`src/rtl/core/serial_angle_command_servo_pwm_top_defines.svh`:
```
`ifndef SERIAL_ANGLE_COMMAND_SERVO_PWM_TOP_DEFINES_SVH
`define SERIAL_ANGLE_COMMAND_SERVO_PWM_TOP_DEFINES_SVH

// Same-cycle implication, sampled on the rising edge of clock.
`define SACSP_ASSERT_NOW(label, ante, cons, msg) \
   label: assert property (@(posedge clock) disable iff (reset) (ante) |-> (cons)) \
      else $error(msg);

// Next-cycle implication, sampled on the rising edge of clock.
`define SACSP_ASSERT_NEXT(label, ante, cons, msg) \
   label: assert property (@(posedge clock) disable iff (reset) (ante) |=> (cons)) \
      else $error(msg);

`endif

```
`src/rtl/core/sacsp_pkg.sv`:
```
`timescale 1ns / 1ps

package sacsp_pkg;

   localparam int LINE_SLOTS_DEF = 7;

   localparam int US_W    = 14;
   localparam int TICK_W  = 16;
   localparam int HIGH_W  = 15;
   localparam int ANGLE_W = 8;
   localparam int PROD_W  = ANGLE_W + US_W;
   localparam int CSR_W   = 2;

   localparam logic [US_W-1:0]   MIN_PULSE_RST = 14'd600;
   localparam logic [US_W-1:0]   MAX_PULSE_RST = 14'd2400;
   localparam logic [TICK_W-1:0] FRAME_RST     = 16'd40000;
   localparam logic [HIGH_W-1:0] HIGH_RST      = 15'd3000;
   localparam logic [TICK_W-1:0] PHASE_RST     = 16'd3000;
   localparam logic [HIGH_W-1:0] HIGH_SAT      = 15'd32767;

   localparam logic [11:0] ANGLE_MAX = 12'd180;

   // floor(p / 180) = floor((p >> 2) * RECIP >> SHIFT) for all p below 2**22
   localparam int              DIV_SHIFT = 26;
   localparam logic [20:0]     DIV_RECIP = 21'd1491309;

   localparam logic [7:0] CHAR_LF    = 8'd10;
   localparam logic [7:0] CHAR_CR    = 8'd13;
   localparam logic [7:0] CHAR_BS    = 8'd8;
   localparam logic [7:0] CHAR_DEL   = 8'd127;
   localparam logic [7:0] CHAR_ZERO  = 8'd48;
   localparam logic [7:0] CHAR_NINE  = 8'd57;

   localparam logic [CSR_W-1:0] CSR_MIN_PULSE = 2'd0;
   localparam logic [CSR_W-1:0] CSR_MAX_PULSE = 2'd1;
   localparam logic [CSR_W-1:0] CSR_FRAME     = 2'd2;

   typedef enum logic [2:0] {
      EV_NONE     = 3'd0,
      EV_MOVED    = 3'd1,
      EV_BAD      = 3'd2,
      EV_TOO_LONG = 3'd3,
      EV_ERASED   = 3'd4,
      EV_IGNORED  = 3'd5
   } event_type;

   typedef struct packed {
      logic       func;
      logic [7:0] rx_byte;
   } req_type;

   typedef struct packed {
      logic              servo_level;
      logic              echo_valid;
      logic [7:0]        echo_byte;
      event_type         event_code;
      logic [ANGLE_W-1:0] new_angle;
      logic [HIGH_W-1:0] high_ticks;
   } rsp_type;

   // Line editor result on its way to the pulse stage
   typedef struct packed {
      logic               is_tick;
      logic               echo_valid;
      logic [7:0]         echo_byte;
      event_type          event_code;
      logic [ANGLE_W-1:0] new_angle;
      logic [PROD_W-1:0]  product;
   } mid_type;

endpackage

```
`src/rtl/core/sacsp_line_edit.sv`:
```
`timescale 1ns / 1ps
`include "serial_angle_command_servo_pwm_top_defines.svh"

module sacsp_line_edit #(
   parameter int LineSlots = sacsp_pkg::LINE_SLOTS_DEF
) (
   input  logic                          clock,
   input  logic                          reset,
   input  logic                          fire,
   input  sacsp_pkg::req_type            item,
   input  logic [sacsp_pkg::US_W-1:0]    min_pulse_us,
   input  logic [sacsp_pkg::US_W-1:0]    max_pulse_us,
   output sacsp_pkg::mid_type            mid_data
);

   localparam int CW = $clog2(LineSlots + 1);
   localparam int IW = $clog2(LineSlots);

   // Entry i holds the running parse of characters 0..i of the line
   logic [sacsp_pkg::ANGLE_W-1:0] val_ff [LineSlots];
   logic                          bad_ff [LineSlots];
   logic [CW-1:0]                 count_ff, count_in;
   sacsp_pkg::mid_type            mid_ff, mid_in;

   logic [IW-1:0]                 rd_idx, wr_idx;
   logic [sacsp_pkg::ANGLE_W-1:0] prev_val;
   logic                          prev_bad;
   logic [11:0]                   acc;
   logic                          new_bad;
   logic                          is_eol, is_bs, is_digit;
   logic                          wr_en;
   logic [sacsp_pkg::US_W-1:0]    span;

   assign rd_idx   = IW'(count_ff - CW'(1));
   assign wr_idx   = count_ff[IW-1:0];
   assign prev_val = (count_ff == '0) ? '0 : val_ff[rd_idx];
   assign prev_bad = (count_ff != '0) && bad_ff[rd_idx];

   assign is_eol   = (item.rx_byte == sacsp_pkg::CHAR_CR) || (item.rx_byte == sacsp_pkg::CHAR_LF);
   assign is_bs    = (item.rx_byte == sacsp_pkg::CHAR_BS) || (item.rx_byte == sacsp_pkg::CHAR_DEL);
   assign is_digit = item.rx_byte inside {[sacsp_pkg::CHAR_ZERO:sacsp_pkg::CHAR_NINE]};

   // Low nibble of an ASCII digit is its value
   assign acc     = 12'(prev_val) * 12'd10 + 12'(item.rx_byte[3:0]);
   assign new_bad = prev_bad || !is_digit || (acc > sacsp_pkg::ANGLE_MAX);

   assign span = (max_pulse_us > min_pulse_us) ? (max_pulse_us - min_pulse_us) : '0;

   always_comb begin
      count_in            = count_ff;
      wr_en               = 1'b0;
      mid_in.is_tick      = item.func;
      mid_in.echo_valid   = !item.func;
      mid_in.echo_byte    = item.func ? 8'd0 : item.rx_byte;
      mid_in.event_code   = sacsp_pkg::EV_NONE;
      mid_in.new_angle    = '0;
      mid_in.product      = '0;
      if (!item.func) begin
         if (is_eol) begin
            if (count_ff == '0) begin
               mid_in.event_code = sacsp_pkg::EV_IGNORED;
            end else begin
               if (!prev_bad) begin
                  mid_in.event_code = sacsp_pkg::EV_MOVED;
                  mid_in.new_angle  = prev_val;
                  mid_in.product    = sacsp_pkg::PROD_W'(prev_val) *
                                      sacsp_pkg::PROD_W'(span);
               end else begin
                  mid_in.event_code = sacsp_pkg::EV_BAD;
               end
               count_in = '0;
            end
         end else if (is_bs) begin
            if (count_ff != '0) begin
               count_in          = count_ff - CW'(1);
               mid_in.event_code = sacsp_pkg::EV_ERASED;
            end
         end else if (count_ff < CW'(LineSlots)) begin
            wr_en    = 1'b1;
            count_in = count_ff + CW'(1);
         end else begin
            // overflow: drop the whole line
            count_in          = '0;
            mid_in.event_code = sacsp_pkg::EV_TOO_LONG;
         end
      end
   end

   always_ff @(posedge clock) begin
      if (reset) begin
         count_ff <= '0;
      end else if (fire) begin
         count_ff <= count_in;
      end
   end

   always_ff @(posedge clock) begin
      if (fire && wr_en) begin
         val_ff[wr_idx] <= acc[sacsp_pkg::ANGLE_W-1:0];
         bad_ff[wr_idx] <= new_bad;
      end
      if (fire) begin
         mid_ff <= mid_in;
      end
   end

   assign mid_data = mid_ff;

   `SACSP_ASSERT_NEXT(a_eol_clears_line, fire && !item.func && is_eol, count_ff == '0,
      "line end did not empty the line")
   `SACSP_ASSERT_NOW(a_count_in_range, fire, count_in <= CW'(LineSlots),
      "character count beyond line size")
   `SACSP_ASSERT_NEXT(a_tick_keeps_line, fire && item.func, $stable(count_ff),
      "timer tick changed the line")

endmodule

```
`src/rtl/core/sacsp_pulse_gen.sv`:
```
`timescale 1ns / 1ps
`include "serial_angle_command_servo_pwm_top_defines.svh"

module sacsp_pulse_gen (
   input  logic                          clock,
   input  logic                          reset,
   input  logic                          fire,
   input  sacsp_pkg::mid_type            mid_data,
   input  logic [sacsp_pkg::US_W-1:0]    min_pulse_us,
   input  logic [sacsp_pkg::TICK_W-1:0]  frame_ticks,
   output sacsp_pkg::rsp_type            rsp_data
);

   logic [sacsp_pkg::HIGH_W-1:0] high_ff, high_in;
   logic                         pin_ff, pin_in;
   logic [sacsp_pkg::TICK_W-1:0] cnt_ff, cnt_in;
   logic [sacsp_pkg::TICK_W-1:0] len_ff, len_in;
   sacsp_pkg::rsp_type           out_ff, out_in;

   logic [19:0]                  quarter;
   logic [41:0]                  scaled;
   logic [sacsp_pkg::US_W-1:0]   quot;
   logic [sacsp_pkg::HIGH_W-1:0] pulse_us;
   logic [sacsp_pkg::TICK_W-1:0] pulse_ticks;
   logic [sacsp_pkg::TICK_W:0]   cnt_next;
   logic [sacsp_pkg::TICK_W-1:0] high_ext;

   // angle * span / 180 by reciprocal
   assign quarter     = mid_data.product[sacsp_pkg::PROD_W-1:2];
   assign scaled      = 42'(quarter) * 42'(sacsp_pkg::DIV_RECIP);
   assign quot        = scaled[sacsp_pkg::DIV_SHIFT +: sacsp_pkg::US_W];
   assign pulse_us    = sacsp_pkg::HIGH_W'(min_pulse_us) + sacsp_pkg::HIGH_W'(quot);
   assign pulse_ticks = {pulse_us, 1'b0};

   assign cnt_next = (sacsp_pkg::TICK_W + 1)'(cnt_ff) + 17'd1;
   assign high_ext = sacsp_pkg::TICK_W'(high_ff);

   always_comb begin
      high_in = high_ff;
      pin_in  = pin_ff;
      cnt_in  = cnt_ff;
      len_in  = len_ff;
      if (!mid_data.is_tick && (mid_data.event_code == sacsp_pkg::EV_MOVED)) begin
         high_in = pulse_ticks[sacsp_pkg::TICK_W-1] ? sacsp_pkg::HIGH_SAT :
                   pulse_ticks[sacsp_pkg::HIGH_W-1:0];
      end
      if (mid_data.is_tick) begin
         if (cnt_next >= (sacsp_pkg::TICK_W + 1)'(len_ff)) begin
            cnt_in = '0;
            if (pin_ff) begin
               pin_in = 1'b0;
               len_in = (frame_ticks > high_ext) ? (frame_ticks - high_ext) :
                        sacsp_pkg::TICK_W'(1);
            end else begin
               pin_in = 1'b1;
               len_in = high_ext;
            end
         end else begin
            cnt_in = cnt_next[sacsp_pkg::TICK_W-1:0];
         end
      end
   end

   always_comb begin
      out_in.servo_level = pin_in;
      out_in.echo_valid  = mid_data.echo_valid;
      out_in.echo_byte   = mid_data.echo_byte;
      out_in.event_code  = mid_data.event_code;
      out_in.new_angle   = mid_data.new_angle;
      out_in.high_ticks  = high_in;
   end

   always_ff @(posedge clock) begin
      if (reset) begin
         high_ff <= sacsp_pkg::HIGH_RST;
         pin_ff  <= 1'b1;
         cnt_ff  <= '0;
         len_ff  <= sacsp_pkg::PHASE_RST;
      end else if (fire) begin
         high_ff <= high_in;
         pin_ff  <= pin_in;
         cnt_ff  <= cnt_in;
         len_ff  <= len_in;
      end
   end

   always_ff @(posedge clock) begin
      if (fire) begin
         out_ff <= out_in;
      end
   end

   assign rsp_data = out_ff;

   `SACSP_ASSERT_NOW(a_counter_in_phase, 1'b1, (cnt_ff < len_ff) || (cnt_ff == '0),
      "phase counter past phase length")
   `SACSP_ASSERT_NEXT(a_byte_keeps_timer, fire && !mid_data.is_tick,
      $stable(pin_ff) && $stable(cnt_ff) && $stable(len_ff),
      "received byte disturbed the servo timer")
   `SACSP_ASSERT_NEXT(a_tick_keeps_pulse, fire && mid_data.is_tick, $stable(high_ff),
      "timer tick changed the pulse width")

endmodule

```
`src/rtl/core/serial_angle_command_servo_pwm_top.sv`:
```
`timescale 1ns / 1ps
`include "serial_angle_command_servo_pwm_top_defines.svh"
// A result is presented once its transaction has passed the pipeline registers in order
// (input register loads at accept, then line editor register, then pulse/result register).
// Throughput: one transaction per cycle unless stalled; each stage is a single short pass.
// Stalls back up stage by stage; empty stages keep accepting.
// Reset (synchronous, active high): empty line, 3000-tick pulse, pin high,
// registers at 600 us / 2400 us / 40000 ticks.

module serial_angle_command_servo_pwm_top #(
   parameter int LineSlots = sacsp_pkg::LINE_SLOTS_DEF
) (
   input  logic                          clock,
   input  logic                          reset,
   input  logic                          req_valid,
   output logic                          req_stall,
   input  sacsp_pkg::req_type            req_data,
   output logic                          rsp_valid,
   input  logic                          rsp_stall,
   output sacsp_pkg::rsp_type            rsp_data,
   input  logic                          csr_valid,
   output logic                          csr_ready,
   input  logic [sacsp_pkg::CSR_W-1:0]   csr_index,
   input  logic [sacsp_pkg::TICK_W-1:0]  csr_wdata
);

   logic [sacsp_pkg::US_W-1:0]   min_ff, max_ff;
   logic [sacsp_pkg::TICK_W-1:0] frame_ff;

   logic               in_v_ff, mid_v_ff, out_v_ff;
   sacsp_pkg::req_type in_ff;
   sacsp_pkg::mid_type mid_data;

   logic out_adv, mid_adv, in_adv;
   logic in_fire, mid_fire, req_fire;

   assign out_adv  = !out_v_ff || !rsp_stall;
   assign mid_adv  = !mid_v_ff || out_adv;
   assign in_adv   = !in_v_ff || mid_adv;
   assign mid_fire = mid_v_ff && out_adv;
   assign in_fire  = in_v_ff && mid_adv;
   assign req_stall = !in_adv;
   assign req_fire  = req_valid && in_adv;

   assign csr_ready = 1'b1;

   always_ff @(posedge clock) begin
      if (reset) begin
         min_ff   <= sacsp_pkg::MIN_PULSE_RST;
         max_ff   <= sacsp_pkg::MAX_PULSE_RST;
         frame_ff <= sacsp_pkg::FRAME_RST;
      end else if (csr_valid && csr_ready) begin
         if (csr_index == sacsp_pkg::CSR_MIN_PULSE) begin
            min_ff <= csr_wdata[sacsp_pkg::US_W-1:0];
         end else if (csr_index == sacsp_pkg::CSR_MAX_PULSE) begin
            max_ff <= csr_wdata[sacsp_pkg::US_W-1:0];
         end else if (csr_index == sacsp_pkg::CSR_FRAME) begin
            frame_ff <= csr_wdata;
         end
      end
   end

   // advance valid bits wherever the stage ahead frees up
   always_ff @(posedge clock) begin
      if (reset) begin
         in_v_ff  <= 1'b0;
         mid_v_ff <= 1'b0;
         out_v_ff <= 1'b0;
      end else begin
         if (in_adv) begin
            in_v_ff <= req_valid;
         end
         if (mid_adv) begin
            mid_v_ff <= in_v_ff;
         end
         if (out_adv) begin
            out_v_ff <= mid_v_ff;
         end
      end
   end

   always_ff @(posedge clock) begin
      if (req_fire) begin
         in_ff <= req_data;
      end
   end

   sacsp_line_edit #(
      .LineSlots(LineSlots)
   ) u_line_edit (
      .clock        (clock),
      .reset        (reset),
      .fire         (in_fire),
      .item         (in_ff),
      .min_pulse_us (min_ff),
      .max_pulse_us (max_ff),
      .mid_data     (mid_data)
   );

   sacsp_pulse_gen u_pulse_gen (
      .clock        (clock),
      .reset        (reset),
      .fire         (mid_fire),
      .mid_data     (mid_data),
      .min_pulse_us (min_ff),
      .frame_ticks  (frame_ff),
      .rsp_data     (rsp_data)
   );

   assign rsp_valid = out_v_ff;

   `SACSP_ASSERT_NOW(a_stall_only_when_full, req_stall,
      in_v_ff && mid_v_ff && out_v_ff && rsp_stall,
      "input stalled with a free stage")
   `SACSP_ASSERT_NEXT(a_accept_loads_input, req_fire, in_v_ff,
      "accepted transaction not held in input stage")
   `SACSP_ASSERT_NEXT(a_mid_moves_out, mid_fire, out_v_ff,
      "transaction lost between line editor and result stage")

endmodule

```
`config.mk`:
```
export PLATFORM = sky130hd
export DESIGN_NAME = serial_angle_command_servo_pwm_top
export DESIGN_NICKNAME = d
export VERILOG_FILES = /design/src/rtl/core/sacsp_pkg.sv /design/src/rtl/core/sacsp_line_edit.sv /design/src/rtl/core/sacsp_pulse_gen.sv /design/src/rtl/core/serial_angle_command_servo_pwm_top.sv
export VERILOG_INCLUDE_DIRS = /design/src /design/src/rtl/core
export SDC_FILE = /design/constraint.sdc
export NUM_CORES = 1
export LEC_CHECK = 0
export ABC_AREA = 1
export BUFFER_PORTS_ARGS = -buffer_cell sky130_fd_sc_hd__buf_4
export CAP_MARGIN = 20
export CORE_MARGIN = 3
export CORE_UTILIZATION = 45
export DETAILED_ROUTE_END_ITERATION = 12
export SLEW_MARGIN = 20
export SYNTH_ARGS = -nofsm -noshare
export SYNTH_HDL_FRONTEND = slang
export SYNTH_SLANG_ARGS = --single-unit
```
`constraint.sdc`:
```
create_clock -name clock -period 8.4 [get_ports clock]
set_input_delay 0.42 -clock clock [delete_from_list [all_inputs] [get_ports clock]]
set_output_delay 0.42 -clock clock [all_outputs]
set_load 0.05 [all_outputs]
```
---- After elaboration in Yosys (flattened, before gate mapping) ----
Memory sizes are Yosys's and may differ from the RTL's.
Index checks and enable logic that the tools add are counted.
cells by class
  add/sub/neg operators ................... 7
  equal/unequal tests ..................... 9
  multipliers ............................. 3
  reduce and logical (&&, ||, !) cells .... 32
  bitwise logic cells ..................... 4
  shifts and indexed selects .............. 0
  div/mod/pow operators ................... 0
  order comparisons ....................... 7
  mux-type cells .......................... 27
operator list
  cell                                                                                 number
  16-bit two-way mux                                                                   3
  20-bit by 21-bit multiplier with 40-bit output, second input constant                1
  15-bit two-way mux                                                                   2
  3-bit two-way mux                                                                    9
  8-bit by 4-bit equality test with 1-bit output, second input constant                3
  8-bit by 14-bit multiplier with 22-bit output                                        1
  16-bit by 1-bit adder with 17-bit output, second input constant                      1
  17-bit by 16-bit greater-or-equal comparator with 1-bit output                       1
  16-bit by 15-bit > comparator with 1-bit output                                      1
  16-bit by 15-bit subtractor with 16-bit output                                       1
  14-bit by 14-bit adder with 15-bit output                                            1
  14-bit > comparator                                                                  1
  14-bit two-way mux                                                                   1
  14-bit subtractor                                                                    1
  12-bit by 4-bit adder with 12-bit output                                             1
  12-bit by 8-bit > comparator with 1-bit output, second input constant                1
  8-bit by 3-bit multiplier with 11-bit output, second input constant                  1
  1-bit two-way mux                                                                    9
  8-bit by 7-bit equality test with 1-bit output, second input constant                1
  8-bit by 6-bit greater-or-equal comparator with 1-bit output, second input constant  1
  8-bit by 6-bit <= comparator with 1-bit output, second input constant                1
  1-bit logical NOT                                                                    8
  8-bit two-way mux                                                                    1
  4-bit AND reduction                                                                  2
  other kinds (18)                                                                     36
word-level totals
  register bits ........................... 186
  RAM bits ................................ 63
  output and inout bits ................... 39
  memories kept ........................... 2
  memory bits (read-only) ................. 0
  bits in latches ......................... 0
memory list
  name                words  bits a word  read ports  clocked after memory_dff  wr ports  line                   RTL
  u_line_edit.val_ff  7      8            1           0                         1         sacsp_line_edit.sv:20  logic [sacsp_pkg::ANGLE_W-1:0] val_ff [LineSlots];
  u_line_edit.bad_ff  7      1            1           0                         1         sacsp_line_edit.sv:21  logic bad_ff [LineSlots];

---- Logic depth before layout (Yosys ltp) ----
Gate-level depths: netlist of run 1.
  depth in word-level cells ............... 8
  gate-level depth with buffers ........... 37
  gate-level depth less buffers ........... 36

---- Hierarchy ----
A second synthesis of run 1 with hierarchy kept.
unflattened totals
  cell total of the unflattened synthesis .. 3308
  area, all modules ....................... 25288.0 um^2
modules (own cells, without submodules)
  module                              times used  area an instance (um^2)  seq. area each (um^2)  cells each
  sacsp_pulse_gen                     1           13033.8                  2042.0                 1761
  sacsp_line_edit                     1           10045.9                  3243.1                 1256
  serial_angle_command_servo_pwm_top  1           2208.4                   1211.2                 291

---- Worst setup path before layout of run 1 ----
No wires, ideal clock.
  path type ............................... register to register
  start ................................... reg u_line_edit.mid_ff, in the netlist u_line_edit.mid_data[14]
  end ..................................... reg u_pulse_gen.out_ff, in the netlist u_pulse_gen.rsp_data[6] (data pin)
  setup time .............................. 0.257 ns
  period minus slack after synthesis ...... 6.853 ns
  stages on the path, launching flop included .. 35
  slack ................................... 1.547 ns
  arrival time ............................ 6.596 ns
  path through ............................ edfxtp_1 ha_1 inv_1 fa_1 fa_1 inv_1 fa_1 fa_1 fa_1 inv_1 fa_1 inv_1 ha_1 a21oi_1 inv_1 nor2_1 o21ai_0 a21oi_1 o21ai_0 nand3_1 nand2_1 nand2_1 nand2_1 ha_1 inv_1 o21ai_0 a21oi_1 nor2_1 nor2_1 nand2_1 nor2_2 buf_4 inv_1 o22ai_1 inv_1
between the ends
  cells in the longest elaborated chain, start to end .. 4
RTL lines
  element                                         line                    RTL
  start, declared                                 sacsp_line_edit.sv:23   sacsp_pkg::mid_type mid_ff, mid_in;
  start signal, assigned                          sacsp_line_edit.sv:103  mid_ff <= mid_in;
  20-bit by 21-bit multiplier with 40-bit output  sacsp_pulse_gen.sv:30   assign scaled = 42'(quarter) * 42'(sacsp_pkg::DIV_RECIP);
  14-bit by 14-bit adder with 15-bit output       sacsp_pulse_gen.sv:32   assign pulse_us = sacsp_pkg::HIGH_W'(min_pulse_us) + sacsp_pkg::HIGH_W'(quot);
  15-bit two-way mux                              sacsp_pulse_gen.sv:44   high_in = pulse_ticks[sacsp_pkg::TICK_W-1] ? sacsp_pkg::HIGH_SAT :
  15-bit two-way mux                              sacsp_pulse_gen.sv:43   if (!mid_data.is_tick && (mid_data.event_code == sacsp_pkg::EV_MOVED)) begin
  via u_pulse_gen.high_in (one bit)               sacsp_pulse_gen.sv:14   logic [sacsp_pkg::HIGH_W-1:0] high_ff, high_in;
  end signal, assigned                            sacsp_pulse_gen.sv:89   out_ff <= out_in;
  end, declared                                   sacsp_pulse_gen.sv:18   sacsp_pkg::rsp_type out_ff, out_in;
The timed path passes the listed nets, and every way through them passes these cells.
A chain may end at the register's enable or synchronous reset.

---- Worst setup path in the final report of run 1 ----
Same ends and word-level chain as after synthesis.

==> metrics.csv, run 1 <==
stage;metric;value;unit
final_layout;diodes;0;
grt;grt_max_degree;55;
worst_setup_path;r2r_end;u_pulse_gen.rsp_data[6];
pwr;total_power;5550;uW
worst_setup_path;crit_path_start_kind;register;
clock_tree;cts_buffers;29;
worst_setup_path;crit_path_frequent_cell;inv_1;
pwr;worst_ir_drop_vdd;0.2039;mV
final_layout;seqCellArea;0.006436;sq mm
final_layout;final_cell_mix;526 x inv_1, 447 x nand2_1, 337 x nor2_1;
pwr;p_int;3035;uW
clock_tree;clock_sinks;247;
final_layout;multi_input_area;0.01497;sq mm
logic_synthesis;synth.cell_area;0.02367;sq mm
grt;grt_overflow;0;
timing;hold_viol;0;
timing;fin_tns_setup;0;ns
routing;drc;0;
worst_setup_path;cp_slowest_cell;fa_1;
timing;fin_skew;0.02925;ns
flow_run;maxCapViolCount;0;
pwr;power_frac_comb;53.8;%
timing;fin_crit_sh;91.35;%
logic_synthesis;synth_ff_type;edfxtp_1;
routing;drt_iter0_drc;1292;
timing;slew_headroom;25.36;%
clock_tree;cts.repair.resized;0;
place;hpwlAfterDp;51.93;mm
worst_setup_path;cpPeakStageDelay;0.55;ns
clock_tree;post_cts_buffers;0;
worst_setup_path;r2r-start;u_line_edit.mid_data[14];
grt;antenna_found_initial;0;
min_path;hp-class;input port to register;
routing;ant_nets;0;
clock_tree;hold_buffers;9;
floorplanning;die-area;0.05538;sq mm
floorplanning;fp.dieW;235.3;um
timing;setup-violations-final;0;
final_layout;drive_above_1_share;6.380;%
pwr;p_clk_share;21.7;%
grt;grt.total_usage;23.00;%
worst_setup_path;crit_required;8.71;ns
logic_synthesis;postSynthCellCount;2836;
routing;vias_per_cell;5.276;
routing;dr.pass1.iters;6;
final_layout;instances_no_fill;3611;
pwr;p_leak;0.01281;uW
logic_synthesis;ys_warn_count;0;
worst_setup_path;crit_type;register to register;
timing;slew_viol_final;0;
worst_setup_path;arrival;7.98;ns
worst_setup_path;r2r_cells;33;
grt;grt_pass1_wl;102.8;mm
place;placed_area;0.02489;sq mm
final_layout;fillCellCount;5039;
pwr;seqPwrFrac;24.5;%
pwr;power_density;214.2;mW/mm^2
pwr;switching_share;45.31;%
worst_setup_path;regToRegSetupSlack;0.73;ns
routing;wl;64.08;mm
floorplanning;ios;71;
final_layout;fin_area;0.02591;sq mm
routing;post_drt_wl_per_cell;17.75;um
place;dp.cells;3547;
clock_tree;htreeDepth;1;
logic_synthesis;syn-num-nets;3363;
worst_setup_path;end_kind;register;
grt;grt_pass1_vias;19300;
final_layout;layout_commonest_cell;inv_1;
routing;vias;19050;
final_layout;final_nets;3435;
clock_tree;root_buffer;clkbuf_16;
logic_synthesis;yosysUniqueCellTypes;58;
floorplanning;coreArea;0.05172;sq mm
logic_synthesis;ys_async_sr_fraction;0;%
clock_tree;cts_tree;yes;
clock_tree;insertion_delay;0.58;ns
clock_tree;clk_pin_slew_worst_paths;0.06;ns
clock_tree;clock_path_buffers;3;
worst_setup_path;crit_path_end;u_pulse_gen.rsp_data[6];
pwr;switchingPower;2515;uW
logic_synthesis;ys_seq_elements;247;
worst_setup_path;path_max_fanout;14;
timing;fin_crit;7.673;ns
place;gp_congestion;0.9222;
logic_synthesis;synth_edf_count;149;
floorplanning;die_y;235.3;um
place;io_buffer_count;69;
floorplanning;rows;83;
timing;tightest_slew;1.116;ns
final_layout;area_growth;9.467;%
timing;rsz0062_at_grt;no;
outcome;status;completed;
timing;fmax;130.3;MHz
logic_synthesis;avgSynthCellArea;8.346;sq um
logic_synthesis;ys_seq_area_share;27.19;%
floorplanning;initial_utilization;45.77;%
worst_setup_path;startpoint;u_line_edit.mid_data[14];
[state kept, by name (all words and copies together) (netlist names)]
name and flops:
u_pulse_gen.pin_ff 1, in_ff 9, rsp_valid 1, u_line_edit.val_ff 56
u_line_edit.bad_ff 7, u_pulse_gen.rsp_data 36, in_v_ff 1, frame_ff 16
min_ff 14, max_ff 14, u_pulse_gen.cnt_ff 16, u_pulse_gen.high_ff 15
u_line_edit.count_ff 3, mid_v_ff 1, u_pulse_gen.len_ff 16, u_line_edit.mid_data 41
[cell type report]
cell class | count | share of cell area [%]
Tap cell | 680 | 3.284
Timing Repair Buffer | 94 | 2.811
Multi-Input combinational cell | 2000 | 57.77
Sequential cell | 247 | 24.84
Inverter | 536 | 7.765
Clock buffer | 38 | 3.009
Clock inverter | 16 | 0.5264
[per-stage QoR]
stage | hold slack [ns] | setup slack (ns) | util (%)
after global routing | 0.05833 | 0.01007 | 50.10
after detailed placement | 0.4045 | 0.7422 | 48.13
final | 0.08028 | 0.7267 | 50.10
after floorplan | 0.4003 | 1.547 | -
after global placement | 0.4038 | 0.8364 | 48.13
after CTS | 0.04639 | 0.6924 | 50.08
[Yosys cell counts (26+ instances only)]
master	n	area share [%]
xor2_1	50	1.9
nand3_1	106	2.2
dfxtp_1	98	8.3
edfxtp_1	149	19
inv_1	527	8.4
clkbuf_1	26	0.41
nor2_1	338	5.4
o21ai_0	152	3.2
a21oi_1	151	3.2
nand4_1	54	1.4
ha_1	303	16
nand2_1	447	7.1
fa_1	192	16
[cell families (layout without fill, tap and decap cells)]
kind of cell	after synthesis	after routing	synth area share, %
other cells	1	1	0.01584
buf+inv	589	684	9.605
compound gates	419	419	10.12
fa+ha+maj	495	495	32.26
simple gates	1011	1011	18.04
xor+xnor	74	74	2.770
flops	247	247	27.19
[metal layers]
metal,GRT usage [%],wire length [um]
met1,31.64,29550
met4,6.748,1943
met3,2.823,3048
met5,0,0
met2,38.24,29540
[worst max-delay path: cells and delay by family, from the launching register on]
family	cells	cell delay (ns)
adders and majority gates	9	4.10
and+or+nand+nor	9	1.12
AOI/OAI and AO/OA	7	1.09
buffers and inverters	8	0.57
DFF	1	0.50
[worst min path at each step]
stage	start	endpoint	slack, ns	cells after the start
after detailed placement	u_line_edit.mid_data[33]	u_pulse_gen.rsp_data[26]	0.40	0
after global routing	req_valid	in_v_ff	0.06	3
final	csr_wdata[15]	frame_ff[15]	0.08	3
after global placement	u_line_edit.mid_data[26]	u_pulse_gen.rsp_data[19]	0.40	0
after floorplan	u_line_edit.mid_data[22]	u_pulse_gen.rsp_data[15]	0.40	0
after CTS	req_valid	in_v_ff	0.05	3
[power by group through the flow]
stage               Combinational (uW)  Clock (uW)  Sequential [uW]
CTS                               2990        1230             1360
finish                            2980        1210             1360
global placement                  2960           0             1380
floorplan                         2100           0             1390
global route                      3400        1290             1360
detailed placement                2950           0             1390
(Power assumes the default switching activity.)
==> run 2: changes to the inputs <==
--- a/config.mk
+++ b/config.mk
@@ -6,7 +6,7 @@
 export SDC_FILE = /design/constraint.sdc
 export NUM_CORES = 1
 export LEC_CHECK = 0
-export ABC_AREA = 1
+export ABC_AREA = 0
 export BUFFER_PORTS_ARGS = -buffer_cell sky130_fd_sc_hd__buf_4
 export CAP_MARGIN = 20
 export CORE_MARGIN = 3
==> metrics.csv, run 2 <==
stage;metric;value;unit;change
outcome;status;completed;;
logic_synthesis;synth.cell_area;0.02191;sq mm;-7.4%
timing;setup-violations-final;0;;unchanged
timing;fin_crit_sh;95.24;%;+3.9 points
grt;grt_overflow;0;;unchanged
min_path;hp-class;input port to register;;
grt;grt_pass1_wl;87.12;mm;-15%
logic_synthesis;synth_ff_type;edfxtp_1;;
floorplanning;die-area;0.05138;sq mm;-7.2%
worst_setup_path;arrival;8.31;ns;+0.33 ns
clock_tree;clock_path_buffers;3;;unchanged
grt;grt_max_degree;99;;+80%
worst_setup_path;r2r_end;u_pulse_gen.rsp_data[14];;
grt;grt.total_usage;21.64;%;-1.4 points
logic_synthesis;synth_common_cells;326 x inv_1, 303 x ha_1, 211 x nand2_1;;
logic_synthesis;syn-num-nets;2709;;-19%
clock_tree;cts_buffers;28;;-3.4%
pwr;switching_share;40.57;%;-4.7 points
logic_synthesis;ys_seq_elements;247;;unchanged
clock_tree;htreeDepth;1;;unchanged
timing;slew_viol_final;0;;unchanged
clock_tree;clock_sinks;247;;unchanged
routing;ant_nets;0;;unchanged
pwr;power_density;233.0;mW/mm^2;+8.8%
final_layout;largest_reg_flops;56;;unchanged
grt;grt_pass1_vias;15930;;-17%
worst_setup_path;crit_required;8.71;ns;about the same
min_path;min_to;in_ff[0];;
logic_synthesis;synth_edf_count;149;;unchanged
timing;fin_crit;8.000;ns;+0.3267 ns
pwr;p_int;3368;uW;+11%
min_path;min_path_cells;1;;-2
routing;post_drt_wl_per_cell;18.59;um;+4.8%
pwr;worst_ir_drop_vdd;0.2004;mV;-1.7%
final_layout;final_nets;2791;;-19%
min_path;min_from;req_data[0];;
logic_synthesis;ys_warn_count;0;;unchanged
logic_synthesis;ys_seq_area_share;29.37;%;+2.2 points
routing;dr.pass1.iters;5;;-1
pwr;seqPwrFrac;24.0;%;-0.5 points
grt;antenna_found_initial;0;;unchanged
place;hpwlAfterDp;43.59;mm;-16%
final_layout;drive_above_1_share;9.847;%;+3.5 points
routing;wl;53.92;mm;-16%
logic_synthesis;yosysTopAreaCell;edfxtp_1;;
place;placed_area;0.02313;sq mm;-7.1%
logic_synthesis;yosysUniqueCellTypes;85;;+47%
clock_tree;root_buffer;clkbuf_16;;
logic_synthesis;ys_async_sr_fraction;0;%;unchanged
floorplanning;rows;80;;-3.6%
clock_tree;insertion_delay;0.55;ns;-0.03 ns
pwr;p_clk_share;21.8;%;about the same
routing;vias;15450;;-19%
floorplanning;initial_utilization;45.70;%;-0.064 points
worst_setup_path;crit_path_start_kind;register;;
logic_synthesis;yosysMostFrequentCell;inv_1;;
final_layout;regMostFlops;u_line_edit.val_ff;;
timing;fmax;125.0;MHz;-4.1%
floorplanning;fp.dieW;226.7;um;-3.7%
timing;hold_viol;0;;unchanged
worst_setup_path;r2r-start;u_line_edit.mid_data[15];;
routing;drt_iter0_drc;1096;;-15%
logic_synthesis;avgSynthCellArea;10.04;sq um;+20%
routing;drc;0;;unchanged
logic_synthesis;postSynthCellCount;2182;;-23%
floorplanning;die_y;226.7;um;-3.7%
timing;tightest_slew;1.113;ns;-0.002163 ns
final_layout;layout_commonest_cell;inv_1;;
place;io_buffer_count;69;;unchanged
floorplanning;ios;71;;unchanged
flow_run;maxCapViolCount;0;;unchanged
clock_tree;clk_pin_slew_worst_paths;0.06;ns;about the same
routing;vias_per_cell;5.327;;+0.96%
worst_setup_path;regToRegSetupSlack;0.40;ns;-0.33 ns
final_layout;area_growth;11.00;%;
worst_setup_path;crit_type;register to register;;
pwr;p_leak;0.01128;uW;-12%
timing;fin_tns_setup;0;ns;unchanged
pwr;switchingPower;2299;uW;-8.6%
worst_setup_path;end_kind;register;;
place;gp_congestion;0.8918;;-3.3%
timing;slew_headroom;25.50;%;+0.14 points
clock_tree;cts_tree;yes;;
floorplanning;coreArea;0.04795;sq mm;-7.3%
logic_synthesis;synth.area.top_cells;edfxtp_1 20%, fa_1 18%, ha_1 17%, dfxtp_1 9.0%, inv_1 5.6%;;
final_layout;fin_area;0.02432;sq mm;-6.1%
logic_synthesis;synth_top_area_share;20.42;%;+1.5 points
final_layout;diodes;0;;unchanged
worst_setup_path;path_max_fanout;5;;-9
pwr;power_frac_comb;54.2;%;+0.4 points
timing;fin_skew;0.02070;ns;-0.008559 ns
final_layout;final_cell_mix;325 x inv_1, 299 x ha_1, 211 x nand2_1;;
worst_setup_path;r2r_cells;26;;-21%
run 2: cell types whose count changed in the layout (fill, tap and decap cells not counted), sizes merged, moves of 38 or more:
cell   previous run  this run
inv             540       328
nor2            349       166
a21oi           157       115
nand4            55        14
nand2           452       213
nand3           108        21
o21ai           164        51
xnor2            24        62
run 2: critical path, stage by stage (launching register included):
cell	delay [ns]
edfxtp_1	0.50
ha_2	0.46
xor2_1	0.29
xor2_1	0.32
fa_1	0.48
fa_1	0.46
fa_1	0.50
fa_1	0.59
fa_1	0.43
ha_1	0.24
a211oi_2	0.24
o211ai_1	0.13
a311o_1	0.40
o211ai_1	0.29
a31oi_4	0.16
a21oi_2	0.20
o21bai_1	0.11
a21oi_1	0.19
xnor2_1	0.15
ha_1	0.30
and3_1	0.23
a2111oi_2	0.35
o21ai_1	0.11
o311ai_0	0.12
xor2_1	0.28
inv_1	0.07
o22a_1	0.15
run 2: layout make-up:
type | count | area (sq um)
multi-input cells | 1549 | 14110
well taps | 615 | 769.5
fillers | 4343 | 23620
flip-flops and latches | 247 | 6436
clock buffers | 40 | 827.0
clock inverters | 11 | 121.4
inverters | 327 | 1227
repair buffers | 111 | 833.3
run 2: kinds of logic (layout without fill, tap and decap cells):
group,count (synthesis),after routing,synth area share [%]
simple gates,576,576,12.25
fa+ha+maj,495,495,34.84
buf+inv,386,489,6.835
compound gates,353,353,11.05
flops,247,247,29.37
xor+xnor,103,103,4.151
mux,21,21,1.479
other cells,1,1,0.01711
run 2: metal layers:
metal  GRT usage, %  up-vias  wire length (um)
met5              0        -                 0
met4          4.767        0              1236
met3          2.434       73              2399
met2          35.53      310             24960
met1          31.02     7525             25330
li1               -     7539                 -
run 2: timing repair:
action                                  CTS  global route
hold buffers                              0             0
endpoints found under the setup margin   17            29
gates resized for setup                   1            21
setup buffers                             0            19
pin swaps                                 0             8
run 2: worst max-delay path by stage:
stage / start / endpoint / slack [ns] / cells past startpoint
floorplan: u_line_edit.mid_data[14] / u_pulse_gen.rsp_data[14] / 0.87 / 29
global placement: u_line_edit.mid_data[11] / u_pulse_gen.high_ff[2] / -0.08 / 29
CTS: u_line_edit.mid_data[11] / u_pulse_gen.high_ff[14] / 0.10 / 29
global route: u_line_edit.mid_data[15] / u_pulse_gen.rsp_data[14] / -0.04 / 29
finish: u_line_edit.mid_data[15] / u_pulse_gen.rsp_data[14] / 0.40 / 26
detailed placement: u_line_edit.mid_data[11] / u_pulse_gen.high_ff[14] / -0.22 / 29
run 2: metrics by stage:
stage | hold WS, ns | total power, uW | util (%) | setup WS, ns | instances
6_report | 0.04687 | 5667 | 50.73 | 0.4000 | 2900
5_1_grt | 0.02711 | 6139 | 50.73 | -0.03791 | 2900
4_1_cts | 0.02436 | 5637 | 50.22 | 0.1021 | 2881
3_5_place_dp | 0.4045 | 4360 | 48.24 | -0.2184 | 2830
3_3_place_gp | 0.4036 | 4327 | 48.24 | -0.08000 | 2830
2_1_floorplan | 0.4003 | 3549 | - | 0.8704 | 2182
run 2: power groups by stage:
stage               Combinational [uW]  Sequential [uW]  Clock (uW)
floorplan                         2160             1390           0
global placement                  2940             1380           0
detailed placement                2970             1390           0
CTS                               3010             1360        1270
global route                      3460             1360        1320
finish                            3070             1360        1240
